**src/hdl/swdse_pkg.sv**
```systemverilog
// Shared types and constants for the SWD sequence engine.
// No dependencies; imported by every module of the block.
package swdse_pkg;

	localparam int MAX_SEQ_CYCLES = 64;

	localparam logic [1:0] PH_COUNT = 2'd0;
	localparam logic [1:0] PH_INFO  = 2'd1;
	localparam logic [1:0] PH_WRITE = 2'd2;
	localparam logic [1:0] PH_READ  = 2'd3;

	localparam logic [1:0] KIND_DRIVE  = 2'd0;
	localparam logic [1:0] KIND_SAMPLE = 2'd1;
	localparam logic [1:0] KIND_BYTE   = 2'd2;
	localparam logic [1:0] KIND_STATUS = 2'd3;

	// Results one input beat causes, emitted in this order.
	typedef struct packed {
		logic [3:0] n_drive;
		logic [3:0] n_zero;
		logic       has_byte;
		logic       has_sample;
		logic       has_status;
	} plan_t;

	typedef struct packed {
		logic       accept;
		logic       load;
		logic [1:0] kind;
		logic       last;
	} cmd_t;

endpackage

```
**src/hdl/swdse_ctrl.sv**
```systemverilog
// Controller: input handshake, result sequencing and output valid.
// Depends on swdse_pkg.
module swdse_ctrl
	import swdse_pkg::*;
(
	input  logic  clk,
	input  logic  arst_n,
	input  logic  in_valid,
	output logic  in_ready,
	output logic  out_valid,
	input  logic  out_ready,
	input  plan_t plan,
	output cmd_t  cmd
);

	localparam logic ST_IDLE = 1'b0;
	localparam logic ST_EMIT = 1'b1;

	logic       state_q;
	logic       out_valid_q;
	logic [3:0] nd_q;
	logic [3:0] nz_q;
	logic       pb_q;
	logic       ps_q;
	logic       pst_q;
	logic [3:0] nd_n;
	logic [3:0] nz_n;
	logic       pb_n;
	logic       ps_n;
	logic       pst_n;
	logic       plan_any;

	assign plan_any  = (plan.n_drive != 4'd0) || (plan.n_zero != 4'd0) || plan.has_byte
		|| plan.has_sample || plan.has_status;
	assign in_ready  = (state_q == ST_IDLE);
	assign out_valid = out_valid_q;

	always_comb begin
		nd_n  = nd_q;
		nz_n  = nz_q;
		pb_n  = pb_q;
		ps_n  = ps_q;
		pst_n = pst_q;
		cmd.accept = in_valid && in_ready;
		cmd.load   = (state_q == ST_EMIT) && (!out_valid_q || out_ready);
		if (nd_q != 4'd0) begin
			cmd.kind = KIND_DRIVE;
			nd_n = nd_q - 4'd1;
		end else if (nz_q != 4'd0) begin
			cmd.kind = KIND_BYTE;
			nz_n = nz_q - 4'd1;
		end else if (pb_q) begin
			cmd.kind = KIND_BYTE;
			pb_n = 1'b0;
		end else if (ps_q) begin
			cmd.kind = KIND_SAMPLE;
			ps_n = 1'b0;
		end else begin
			cmd.kind = KIND_STATUS;
			pst_n = 1'b0;
		end
		cmd.last = (nd_n == 4'd0) && (nz_n == 4'd0) && !pb_n && !ps_n && !pst_n;
	end

	always_ff @(posedge clk or negedge arst_n) begin
		if (!arst_n) begin
			state_q     <= ST_IDLE;
			out_valid_q <= 1'b0;
			nd_q        <= 4'd0;
			nz_q        <= 4'd0;
			pb_q        <= 1'b0;
			ps_q        <= 1'b0;
			pst_q       <= 1'b0;
		end else begin
			if (cmd.load) begin
				out_valid_q <= 1'b1;
			end else if (out_ready) begin
				out_valid_q <= 1'b0;
			end
			case (state_q)
				ST_IDLE: begin
					if (cmd.accept && plan_any) begin
						state_q <= ST_EMIT;
						nd_q    <= plan.n_drive;
						nz_q    <= plan.n_zero;
						pb_q    <= plan.has_byte;
						ps_q    <= plan.has_sample;
						pst_q   <= plan.has_status;
					end
				end
				ST_EMIT: begin
					if (cmd.load) begin
						nd_q  <= nd_n;
						nz_q  <= nz_n;
						pb_q  <= pb_n;
						ps_q  <= ps_n;
						pst_q <= pst_n;
						if (cmd.last) begin
							state_q <= ST_IDLE;
						end
					end
				end
				default: begin
					state_q <= ST_IDLE;
				end
			endcase
		end
	end

endmodule

```
**src/hdl/swdse_dp.sv**
```systemverilog
// Datapath: parse state, capture shifter, drive shifter and result register.
// Depends on swdse_pkg.
module swdse_dp
	import swdse_pkg::*;
(
	input  logic       clk,
	input  logic       arst_n,
	input  logic       cfg_wr_en,
	input  logic       cfg_wr_data,
	input  logic       command,
	input  logic [7:0] request_byte,
	input  logic       line_level,
	input  cmd_t       cmd,
	output plan_t      plan,
	output logic [1:0] kind,
	output logic       line_bit,
	output logic [7:0] data_byte,
	output logic       status,
	output logic       last
);

	logic       swd_q;
	logic [1:0] phase_q;
	logic [7:0] seq_q;
	logic [6:0] cyc_q;
	logic [7:0] cap_q;
	logic [3:0] bits_q;
	logic       rmode_q;
	logic       err_q;
	logic [1:0] phase_d;
	logic [7:0] seq_d;
	logic [6:0] cyc_d;
	logic [7:0] cap_d;
	logic [3:0] bits_d;
	logic       rmode_d;
	logic       err_d;
	logic [7:0] rbyte_d;
	logic       stat_d;
	logic [6:0] cyc_info;
	logic [6:0] nb_wide;
	logic [3:0] wr_cnt;
	logic [7:0] cap_n;
	logic [3:0] bits_n;
	logic [6:0] cyc_dec;
	logic [2:0] sh;
	logic       fin_seq;
	logic       fin_cmd;
	logic [7:0] drv_q;
	logic [7:0] rbyte_q;
	logic       stat_q;
	logic [1:0] kind_q;
	logic       line_bit_q;
	logic [7:0] data_q;
	logic       status_q;
	logic       last_q;

	always_comb begin
		phase_d = phase_q;
		seq_d   = seq_q;
		cyc_d   = cyc_q;
		cap_d   = cap_q;
		bits_d  = bits_q;
		rmode_d = rmode_q;
		err_d   = err_q;
		rbyte_d = 8'h00;
		stat_d  = 1'b0;
		plan    = '0;
		fin_seq = 1'b0;
		fin_cmd = 1'b0;
		cyc_info = (request_byte[5:0] == 6'd0) ? 7'd64 : {1'b0, request_byte[5:0]};
		if (cyc_info > 7'(MAX_SEQ_CYCLES)) begin
			cyc_info = 7'(MAX_SEQ_CYCLES);
		end
		nb_wide = (cyc_info + 7'd7) >> 3;
		wr_cnt  = (cyc_q < 7'd8) ? cyc_q[3:0] : 4'd8;
		cap_n   = {line_level, cap_q[7:1]};
		bits_n  = bits_q + 4'd1;
		cyc_dec = (cyc_q != 7'd0) ? cyc_q - 7'd1 : cyc_q;
		sh      = 3'(4'd8 - bits_n);
		if (!command) begin
			case (phase_q)
				PH_COUNT: begin
					seq_d = request_byte;
					if (request_byte == 8'd0) begin
						fin_cmd = 1'b1;
					end else begin
						phase_d = PH_INFO;
					end
				end
				PH_INFO: begin
					rmode_d = request_byte[7];
					cyc_d   = cyc_info;
					cap_d   = 8'h00;
					bits_d  = 4'd0;
					if (!swd_q) begin
						err_d = 1'b1;
						if (request_byte[7]) begin
							plan.n_zero = nb_wide[3:0];
							fin_seq     = 1'b1;
						end else begin
							phase_d = PH_WRITE;
						end
					end else if (request_byte[7]) begin
						phase_d         = PH_READ;
						plan.has_sample = 1'b1;
					end else begin
						phase_d = PH_WRITE;
					end
				end
				PH_WRITE: begin
					if (swd_q) begin
						plan.n_drive = wr_cnt;
					end else begin
						err_d = 1'b1;
					end
					cyc_d = cyc_q - {3'b000, wr_cnt};
					if (cyc_d == 7'd0) begin
						fin_seq = 1'b1;
					end
				end
				default: begin
				end
			endcase
		end else if (phase_q == PH_READ) begin
			cap_d  = cap_n;
			bits_d = bits_n;
			cyc_d  = cyc_dec;
			if (bits_n >= 4'd8 || cyc_dec == 7'd0) begin
				plan.has_byte = 1'b1;
				rbyte_d       = cap_n >> sh;
				cap_d         = 8'h00;
				bits_d        = 4'd0;
			end
			if (cyc_dec != 7'd0) begin
				plan.has_sample = 1'b1;
			end else begin
				fin_seq = 1'b1;
			end
		end
		if (fin_seq) begin
			seq_d  = seq_q - 8'd1;
			cyc_d  = 7'd0;
			cap_d  = 8'h00;
			bits_d = 4'd0;
			if (seq_d == 8'd0) begin
				fin_cmd = 1'b1;
			end else begin
				phase_d = PH_INFO;
			end
		end
		if (fin_cmd) begin
			plan.has_status = 1'b1;
			stat_d  = err_d;
			err_d   = 1'b0;
			phase_d = PH_COUNT;
			cyc_d   = 7'd0;
			cap_d   = 8'h00;
			bits_d  = 4'd0;
			rmode_d = 1'b0;
		end
	end

	always_ff @(posedge clk or negedge arst_n) begin
		if (!arst_n) begin
			swd_q   <= 1'b0;
			phase_q <= PH_COUNT;
			seq_q   <= 8'd0;
			cyc_q   <= 7'd0;
			cap_q   <= 8'h00;
			bits_q  <= 4'd0;
			rmode_q <= 1'b0;
			err_q   <= 1'b0;
		end else begin
			if (cfg_wr_en) begin
				swd_q <= cfg_wr_data;
			end
			if (cmd.accept) begin
				phase_q <= phase_d;
				seq_q   <= seq_d;
				cyc_q   <= cyc_d;
				cap_q   <= cap_d;
				bits_q  <= bits_d;
				rmode_q <= rmode_d;
				err_q   <= err_d;
			end
		end
	end

	always_ff @(posedge clk) begin
		if (cmd.accept) begin
			drv_q   <= request_byte;
			rbyte_q <= rbyte_d;
			stat_q  <= stat_d;
		end else if (cmd.load && cmd.kind == KIND_DRIVE) begin
			drv_q <= {1'b0, drv_q[7:1]};
		end
		if (cmd.load) begin
			kind_q     <= cmd.kind;
			last_q     <= cmd.last;
			line_bit_q <= (cmd.kind == KIND_DRIVE) ? drv_q[0] : 1'b0;
			data_q     <= (cmd.kind == KIND_BYTE) ? rbyte_q : 8'h00;
			status_q   <= (cmd.kind == KIND_STATUS) ? stat_q : 1'b0;
		end
	end

	assign kind      = kind_q;
	assign line_bit  = line_bit_q;
	assign data_byte = data_q;
	assign status    = status_q;
	assign last      = last_q;

endmodule

```
**src/hdl/swd_sequence_engine.sv**
```systemverilog
// SWD sequence engine top level: controller plus datapath.
// An input beat yields up to nine results, one per cycle while out_ready does not
// stall the output, and the next beat is taken the cycle after the last of them
// is loaded.
// Reset (arst_n, asynchronous): parser expects a sequence count, port not SWD.
// Depends on swdse_pkg, swdse_ctrl, swdse_dp.
module swd_sequence_engine
	import swdse_pkg::*;
(
	input  logic       clk,
	input  logic       arst_n,
	input  logic       cfg_wr_en,
	input  logic       cfg_wr_data,
	input  logic       in_valid,
	output logic       in_ready,
	input  logic       command,
	input  logic [7:0] request_byte,
	input  logic       line_level,
	output logic       out_valid,
	input  logic       out_ready,
	output logic [1:0] kind,
	output logic       line_bit,
	output logic [7:0] data_byte,
	output logic       status,
	output logic       last
);

	plan_t plan;
	cmd_t  cmd;

	swdse_ctrl u_ctrl (
		.clk       (clk),
		.arst_n    (arst_n),
		.in_valid  (in_valid),
		.in_ready  (in_ready),
		.out_valid (out_valid),
		.out_ready (out_ready),
		.plan      (plan),
		.cmd       (cmd)
	);

	swdse_dp u_dp (
		.clk          (clk),
		.arst_n       (arst_n),
		.cfg_wr_en    (cfg_wr_en),
		.cfg_wr_data  (cfg_wr_data),
		.command      (command),
		.request_byte (request_byte),
		.line_level   (line_level),
		.cmd          (cmd),
		.plan         (plan),
		.kind         (kind),
		.line_bit     (line_bit),
		.data_byte    (data_byte),
		.status       (status),
		.last         (last)
	);

endmodule
```
**config.mk**
```make
export PLATFORM = sky130hd
export DESIGN_NAME = swd_sequence_engine
export DESIGN_NICKNAME = d
export VERILOG_FILES = /design/src/hdl/swdse_pkg.sv /design/src/hdl/swdse_ctrl.sv /design/src/hdl/swdse_dp.sv /design/src/hdl/swd_sequence_engine.sv
export SDC_FILE = /design/constraint.sdc
export NUM_CORES = 1
export LEC_CHECK = 0
export BUFFER_PORTS_ARGS = -buffer_cell sky130_fd_sc_hd__buf_2
export CAP_MARGIN = 20
export CORE_MARGIN = 4
export CORE_UTILIZATION = 30
export DETAILED_ROUTE_END_ITERATION = 8
export PLACE_DENSITY = 0.44
export SYNTH_ARGS = -nofsm -noshare
export SYNTH_HDL_FRONTEND = slang
export SYNTH_SLANG_ARGS = --single-unit
```
**constraint.sdc**
```tcl
create_clock -name clk -period 6.57 [get_ports clk]
set_input_delay 0.3285 -clock clk [delete_from_list [all_inputs] [get_ports clk]]
set_output_delay 0.3285 -clock clk [all_outputs]
set_load 0.005 [all_outputs]
```
# == After elaboration in Yosys (flattened, before gate mapping) ==
# Cells that the tools add are included.
# word_totals
inputBits,16
regBits,74
word_cells,190
output_inout_bits,15
# op_classes
bitwise,1
n_addsub,8
muxes,102
n_lt_le_gt_ge,3
shift,1
eq_ne,9
reduce_logical,44
# op_table
operator,count
$mux 8,12
$mux 4,19
$mux 7,7
$mux 1,43
$mux 2,12
$reduce_bool 4->1,5
$logic_not 8->1,2
$pmux 4 s2,2
$logic_not 7->1,2
$pmux 7 s2,1
$reduce_bool 7->1,2
$reduce_and 3->1,4
$pmux 1 s2,5
$eq 2x2->1 const B,4
$logic_and 1x1->1,8
$logic_not 4->1,2
$shr 8x3->8,1
$sub 4x1->4 const B,2
$sub 8x1->8 const B,1
$add 7x3->7 const B,1
$gt 7x7->1 const B,1
$lt 7x4->1 const B,1
$sub 7x1->7 const B,1
$sub 7x4->7,1
17 further kinds,29

# == Longest topological paths before layout ==
# Gate-level depths: netlist of run 1.
# depth
ltp_word,17
mapped_depth,13

# == Modules after synthesis ==
# From an unflattened synthesis of run 1, not the netlist that was laid out.
# unflattened
hier_cells,505
area_unflattened_um2,4773.3
# by_module_without_submodules
module,n_inst,area_each_um2,seq_area_each_um2,cells_each
swdse_dp,1,3754.9,1651.6,387
swdse_ctrl,1,1018.5,325.3,118

# == Worst setup path before layout of run 1 ==
# OpenSTA, ideal clock, no wires.
# synth_path
path_kind,register to register
startpoint,reg u_dp.cyc_q[6]
endpoint,reg u_ctrl.nz_q[2]
period_less_slack_ns,2.860
arrival_ns,2.735
path_slack_ns,3.710
path_buffers,2
path_stages_with_launch,13
cell_sequence,dfrtp_1 buf_6 or4_4 nand2_1 ha_1 o31ai_1 a21boi_0 a311oi_1 and3_1 or2_4 a211oi_4 buf_6 mux2_4
# synth_between
elab_chain_cells,13
elab_cells_between_ends,33
classes_between,2 x add/sub; 1 x order compare; 1 x eq/ne; 17 x mux; 12 x reduce/logical
# synth_lines
element,line,source
from (decl),swdse_dp.sv:25,logic [6:0] cyc_q;
from (signal assigned),swdse_dp.sv:180,cyc_q <= cyc_d;
$lt 7x4->1 (tied with other cells),swdse_dp.sv:75,wr_cnt = (cyc_q < 7'd8) ? cyc_q[3:0] : 4'd8;
$mux 4 or $mux 7 (tied branches),"swdse_dp.sv:75, swdse_dp.sv:78",
$sub 7x4->7 (tied with other cells),swdse_dp.sv:116,"cyc_d = cyc_q - {3'b000, wr_cnt};"
$logic_not 7->1 (tied with other cells),swdse_dp.sv:117,if (cyc_d == 7'd0) begin
$mux 1 (tied with other cells),swdse_dp.sv:117,
$pmux 1 s2 (tied with other cells),swdse_dp.sv:81,case (phase_q)
$mux 1 or $logic_or 1x1->1 (tied branches),"swdse_dp.sv:80, swdse_ctrl.sv:33",
$mux 1 or $logic_or 1x1->1 (tied branches),"swdse_dp.sv:140, swdse_ctrl.sv:33",
$mux 1 or $logic_or 1x1->1 (tied branches),"swdse_dp.sv:151, swdse_ctrl.sv:34",
$logic_or 1x1->1 (*),swdse_ctrl.sv:34,|| plan.has_sample || plan.has_status;
$logic_and 1x1->1 (*),swdse_ctrl.sv:82,if (cmd.accept && plan_any) begin
$ne 2x2->1 (no line) (*),n/a,
$reduce_and 2->1 (no line) (*),n/a,
to (signal assigned),swdse_ctrl.sv:85,nz_q <= plan.n_zero;
to (signal assigned),swdse_ctrl.sv:94,nz_q <= nz_n;
to (decl),swdse_ctrl.sv:22,logic [3:0] nz_q;
# Every way passes the cells marked *; elsewhere a longest branch is shown, timed or not.
# A chain may end at the register's enable or synchronous reset.

# == Final worst setup path of run 1 ==
# layout_path
startpoint,reg u_dp.cyc_q[3]
endpoint,reg u_ctrl.nz_q[2]
# Same word-level chain as after synthesis.

==> reports/metrics.cfg, run 1 <==
[floorplanning]
num_io_pins = 31
die_h_um = 130
rows = 44
die_area_um2 = 16900
die-width_um = 130
core_area_um2 = 14600
initial_core_util_pct = 30.7

[power_and_ir_drop]
leakage_nw = 2.08
power.switching_mw = 1.01
power.share.sequential_pct = 36.1
design_power_total_mw = 2.44
p_per_area_nw_per_um2 = 479
ir_worst_vdd_mv = 0.168
swShare_pct = 41.4
combPwrFrac_pct = 43.3
intPower_mw = 1.43
power.clock.fraction_pct = 20.6

[clocking]
hold_buffers = 1
cts_tree = yes
cts_resized = 0
clock_latency_ps = 350
postCtsSetupBuffers = 0
ctsLongestPathBuffers = 2
cts_buffers = 9
clk_pin_slew_ps = 60
cts_max_level = 3
cts_sinks = 73
root_buffer = clkbuf_16

[timing]
hold_viol_final = 0
fmax_mhz = 298
rsz0062_at_grt = false
fin_tns_setup_ps = 0
worst_slew_pin_slew_ps = 890
drv_slew = 0
setup-violations-final = 0
fin_skew_ps = 9.48
relSlewSlack_pct = 40.0
finalCriticalPeriod_ps = 3360
fin_crit_sh_pct = 51.2

[setup_path]
start_kind = flop
crit_family = simple AND/OR/NAND/NOR gates
cp.arrival_ps = 3590
cpPeakStageDelay_ps = 630
cp.required_ps = 6800
cp-end-kind = flop
slowest_stage = or4_4
path_max_fanout = 13
cp_cell_sequence = or4_4 -> nand2_1 -> ha_1 -> o31ai_1 -> a21boi_0 -> a311oi_1 -> and3_1 -> or2_4 -> a211oi_4 -> mux2_4
cp.buffers_inverters = 0
path_class = flop to flop

[cells_and_area]
seq_area_um2 = 1980
drive_gt1_share_pct = 15.9
fillers = 1499
nNetsFinal = 526
area_growth_pct = 13.8
n_antenna_cell = 0
final_area_um2 = 5090
multi_input_comb_area_um2 = 2290

[yosys]
synth_seq_area_share_pct = 44.2
async_flop_share_pct = 58.9
synthCells = 476
synth-edff-count = 30
syn_area_um2 = 4470
synth_cell_types = 74
syn_nets = 504
ys_ff_latch = 73
synth.avg_cell_area_um2 = 9.40
synthFlopType = dfrtp_1
yosysWarnings = 0

[job]
drv_cap = 0

[grt]
grt-ovfl-total = 0
grt_pass1_vias = 3573
grt_pass1_wl_um = 19000
antenna_found_initial = 0
grt_usage_pct = 14.5
grt_max_degree = 31

[drt]
drt_iter0_markers = 312
drtAntennaViolNets = 0
drcViolationCount = 0
avgRoutedWirePerCell_um = 17.0
drt_first_pass_iters = 7
finalWirelength_um = 11700
num_vias = 3632
viasPerCell = 5.29

[worst_hold_path]
hp-class = primary input to flop

[placement]
hpwl_um = 8500
finalWeightedCongestion = 0.796
postPlaceCellArea_um2 = 4780
port_buffers = 30

[outcome]
outcome = finished clean

-- through the flow --
| stage | cells | worst slack (ps) | hold slack, ps | utilization [%] |
|---|---|---|---|---|
| floorplan | 476 | 3710 | 32.9 | - |
| global placement | 669 | 3300 | 487 | 32.6 |
| detailed placement | 670 | 3240 | 348 | 32.8 |
| CTS | 687 | 3230 | 208 | 34.9 |
| global route | 687 | 2990 | 210 | 34.9 |
| finish | 687 | 3210 | 221 | 34.9 |
-- cell usage after synthesis (3+ instances only) --
cell type | n | share of area, %
o21ai_1 | 4 | 0.45
o31ai_1 | 4 | 0.67
edfxtp_1 | 30 | 20
nor2_1 | 48 | 4.0
mux4_2 | 5 | 2.5
or3_1 | 3 | 0.42
a21oi_1 | 31 | 3.5
or2_2 | 3 | 0.42
ha_1 | 12 | 3.4
nor2b_1 | 3 | 0.42
nor4_1 | 3 | 0.42
clkbuf_1 | 11 | 0.92
nor3_1 | 17 | 1.9
mux2i_1 | 4 | 0.89
and3_1 | 3 | 0.42
a221oi_1 | 3 | 0.59
nand3_1 | 9 | 1.0
xor2_1 | 9 | 1.8
nand2b_1 | 6 | 0.84
o22ai_1 | 11 | 1.5
and2_1 | 12 | 1.7
o21ai_0 | 23 | 2.6
dfrtp_1 | 43 | 24
inv_1 | 23 | 1.9
a22o_1 | 16 | 3.1
buf_2 | 9 | 1.0
a31oi_1 | 7 | 0.98
nand2_1 | 61 | 5.1
nand3b_1 | 3 | 0.50
-- cell usage in the layout (no fill, tap or decap), types with 4 or more instances in the layout --
| master | n |
|---|---|
| dfrtp_1 | 43 |
| a22o_1 | 16 |
| mux2i_1 | 4 |
| nand2_1 | 61 |
| ha_1 | 12 |
| nand3_1 | 9 |
| inv_1 | 23 |
| nor3_1 | 17 |
| xor2_1 | 9 |
| o22ai_1 | 11 |
| o21ai_0 | 23 |
| a21oi_1 | 31 |
| o31ai_1 | 4 |
| buf_2 | 30 |
| nor2_1 | 48 |
| mux4_2 | 5 |
| clkbuf_16 | 9 |
| edfxtp_1 | 30 |
| nand2b_1 | 6 |
| a31oi_1 | 7 |
| and2_1 | 12 |
| o21ai_1 | 4 |
-- flip-flops by register name (all words and copies together) (netlist names), 2 cells and up --
name	flops
u_dp.cyc_q	7
u_dp.data_byte	8
u_ctrl.nd_q	4
u_dp.rbyte_q	8
u_dp.bits_q	4
u_ctrl.nz_q	4
u_dp.kind	2
u_dp.phase_q	2
u_dp.cap_q	7
u_dp.seq_q	8
u_dp.drv_q	8
-- per-layer routing --
| metal | part of all wire (%) | track usage (%) |
|---|---|---|
| met5 | 0 | 0 |
| met4 | 1.3 | 4.46 |
| met3 | 3.9 | 4.13 |
| met2 | 45 | 22.0 |
| met1 | 49 | 20.1 |
-- worst reg2reg max path, stage by stage, from the launching register on --
cell	delay [ps]
dfrtp_1	530
or4_4	630
nand2_1	100
ha_1	250
o31ai_1	80
a21boi_0	200
a311oi_1	90
and3_1	210
or2_4	290
a211oi_4	520
mux2_4	350
-- power groups by stage --
| stage | logic, mW | registers (mW) | clock network, mW |
|---|---|---|---|
| 3_5_place_dp | 1.06 | 0.888 | 0 |
| 5_1_grt | 1.20 | 0.911 | 0.539 |
| 4_1_cts | 1.07 | 0.879 | 0.521 |
| 2_1_floorplan | 0.880 | 0.792 | 0 |
| 6_report | 1.06 | 0.880 | 0.503 |
| 3_3_place_gp | 1.07 | 0.888 | 0 |
-- cell families (layout without fill, tap and decap cells) --
| group | count (synthesis) | after routing | synth area share, % |
|---|---|---|---|
| mux | 12 | 12 | 4.25 |
| xor+xnor | 11 | 11 | 2.15 |
| compound gates | 129 | 129 | 20.0 |
| simple gates | 188 | 188 | 21.1 |
| flops | 73 | 73 | 44.2 |
| fa+ha+maj | 13 | 13 | 3.58 |
| other cells | 1 | 1 | 0.0838 |
| buf+inv | 49 | 76 | 4.70 |
-- path summary, 6_finish.rpt --
check / start / end / slack (ps) / cells past startpoint
setup / recovery: u_dp.cyc_q[3]$_DFFE_PN0P_ / u_ctrl.nz_q[2]$_DFFE_PN0P_ / 3210 / 10
setup reg to reg: u_dp.cyc_q[3]$_DFFE_PN0P_ / u_ctrl.nz_q[2]$_DFFE_PN0P_ / 3210 / 10
hold reg to reg: u_ctrl.pst_q$_DFFE_PN0P_ / u_ctrl.pst_q$_DFFE_PN0P_ / 500 / 1
min in group asynchronous: arst_n / u_ctrl.nz_q[1]$_DFFE_PN0P_ / 490 / 2
max in group asynchronous: arst_n / u_dp.swd_q$_DFFE_PN0P_ / 5530 / 3
hold / removal: cfg_wr_data / u_dp.swd_q$_DFFE_PN0P_ / 220 / 2
-- layout make-up --
| type | instances | share of cell area (%) |
|---|---|---|
| Inverter | 25 | 1.84 |
| Multi-Input combinational cell | 354 | 44.9 |
| Clock inverter | 7 | 1.52 |
| Clock buffer | 9 | 4.42 |
| Timing Repair Buffer | 35 | 3.98 |
| Sequential cell | 73 | 38.8 |
| Tap cell | 184 | 4.52 |
Note: power is estimated with default switching activity, not from simulation.
==> run 2, diff against run 1 <==
==> constraint.sdc (replaced) <==
create_clock -name clk -period 3.31 [get_ports clk]
set_input_delay 0.1655 -clock clk [delete_from_list [all_inputs] [get_ports clk]]
set_output_delay 0.1655 -clock clk [all_outputs]
set_load 0.005 [all_outputs]
==> reports/metrics.cfg, run 2 (synthesis results as in run 1) <==
[outcome]
outcome = finished clean

[cells_and_area]
seq_area_um2 = 1980
area_growth_pct = 14.8
final_cell_mix = nand2_1 (61), nor2_1 (48), dfrtp_1 (43), a21oi_1 (31)
fillers = 1471
n_antenna_cell = 0
drive_gt1_share_pct = 17.0
multi_input_comb_area_um2 = 2290
final_common_cell = nand2_1
nNetsFinal = 534
final_cells = 695

[job]
drv_cap = 0

[setup_path]
cp.required_ps = 3550
path_class = flop to flop
path_max_fanout = 11
cp_cell_sequence = or4_4 -> nand2_1 -> ha_1 -> o31ai_1 -> a21boi_0 -> a311oi_1 -> and3_1 -> or2_4 -> a211oi_4 -> buf_4 -> mux2_4
reg2reg_depth = 11
start_kind = flop
r2r_end = u_ctrl.nz_q[2]$_DFFE_PN0P_
reg2reg_slack_ps = 290
cp.arrival_ps = 3250
r2r_start = u_dp.cyc_q[5]$_DFFE_PN0P_
cp-end-kind = flop
slowest_stage = or4_4
cpPeakStageDelay_ps = 490

[placement]
place_inst = 678
hpwl_um = 8740
finalWeightedCongestion = 0.796
port_buffers = 30

[worst_hold_path]
hp-start = cfg_wr_data
holdPathEnd = u_dp.swd_q$_DFFE_PN0P_
hp-class = primary input to flop
hold_path_depth = 2

[clocking]
clk_pin_slew_ps = 60
cts_sinks = 73
ctsLongestPathBuffers = 2
cts_max_level = 3
cts_buffers = 9
cts_tree = yes
clock_latency_ps = 350
postCtsSetupBuffers = 0
root_buffer = clkbuf_16

[drt]
drt_first_pass_iters = 5
viasPerCell = 5.25
drcViolationCount = 0
num_vias = 3648
finalWirelength_um = 11900
drt_iter0_markers = 363
avgRoutedWirePerCell_um = 17.2
drtAntennaViolNets = 0

[timing]
fin_tns_setup_ps = 0
setup-violations-final = 0
rsz0062_at_grt = false
fin_skew_ps = 6.90
drv_slew = 0
fin_crit_sh_pct = 91.1
relSlewSlack_pct = 44.2
worst_slew_pin_slew_ps = 829
fmax_mhz = 332
finalCriticalPeriod_ps = 3020
hold_viol_final = 0

[grt]
grt_max_degree = 28
antenna_found_initial = 0
grt_usage_pct = 14.6
grt-ovfl-total = 0
grt_pass1_wl_um = 19000
grt_pass1_vias = 3463

[floorplanning]
rows = 44
die_area_um2 = 16900
core_area_um2 = 14600
die_h_um = 130
initial_core_util_pct = 30.7
die-width_um = 130
num_io_pins = 31

[power_and_ir_drop]
p_per_area_nw_per_um2 = 961
ir_worst_vdd_mv = 0.300
leakage_nw = 2.10

==> run 2: changes by cell type in the layout (fill, tap and decap cells not counted) <==
cell	previous run	this run
clkinv_4	2	1
buf_12	1	0
clkinvlp_4	1	2
clkbuf_1	0	1
buf_4	3	12
inv_6	2	1
==> run 2: how the worst max path moves through the flow <==
stage                                    from                    endpoint  slack, ps  cells past startpoint
CTS                 u_dp.cyc_q[5]$_DFFE_PN0P_  u_ctrl.nz_q[2]$_DFFE_PN0P_        310                     11
global placement    u_dp.cyc_q[5]$_DFFE_PN0P_  u_ctrl.nz_q[2]$_DFFE_PN0P_        360                     11
finish              u_dp.cyc_q[5]$_DFFE_PN0P_  u_ctrl.nz_q[2]$_DFFE_PN0P_        290                     11
detailed placement  u_dp.cyc_q[5]$_DFFE_PN0P_  u_ctrl.nz_q[2]$_DFFE_PN0P_        320                     11
floorplan           u_dp.cyc_q[6]$_DFFE_PN0P_  u_ctrl.nz_q[2]$_DFFE_PN0P_        450                     12
global route        u_dp.cyc_q[5]$_DFFE_PN0P_  u_ctrl.nz_q[2]$_DFFE_PN0P_         90                     11
==> run 2: critical path, delay by kind of cell, from the launching register on <==
| kind | cells | cell delay (ps) |
|---|---|---|
| buf+inv | 1 | 200 |
| flops | 1 | 470 |
| mux | 1 | 300 |
| fa+ha+maj | 1 | 270 |
| simple gates | 4 | 1090 |
| compound gates | 4 | 570 |
==> run 2: where the power goes <==
| group | internal [mW] | switching, mW |
|---|---|---|
| registers | 1.36 | 0.353 |
| clock network | 0.587 | 0.414 |
| logic | 0.944 | 1.28 |
==> run 2: repair_timing <==
action | in CTS | in global routing
hold endpoints to repair | 16 | 0
gates resized for setup | 0 | 0
endpoints found under the setup margin | 0 | 0
hold buffers | 1 | 0
==> run 2: metal layers <==
metal / GRT usage [%] / wire (µm) / up-vias / part of all wire (%)
met5: 0 / 0 / - / 0
li1: - / - / 1790 / -
met2: 21.8 / 5290 / 96 / 44
met1: 21.0 / 5910 / 1746 / 50
met4: 6.30 / 265 / 0 / 2.2
met3: 2.46 / 465 / 16 / 3.9
==> run 2: metrics by stage <==
step                      area, µm²  power [mW]  worst slack [ps]  utilization [%]  hold slack [ps]
after floorplan                4470        3.32               450                -             -130
after global placement         4830        3.95               356             33.1              152
after detailed placement       4830        3.95               321             33.1              155
after CTS                      5130        4.97               309             35.2             45.2
after global routing           5130        5.32              90.2             35.2             71.2
final                          5130        4.93               294             35.2             55.7
==> run 2: layout make-up <==
class | instances | share of cell area (%)
inverter | 25 | 1.83
tap | 184 | 4.48
clock inverter | 6 | 1.32
clock buffer | 10 | 4.46
sequential | 73 | 38.5
multi-input combinational | 354 | 44.5
timing repair buffer | 43 | 4.87
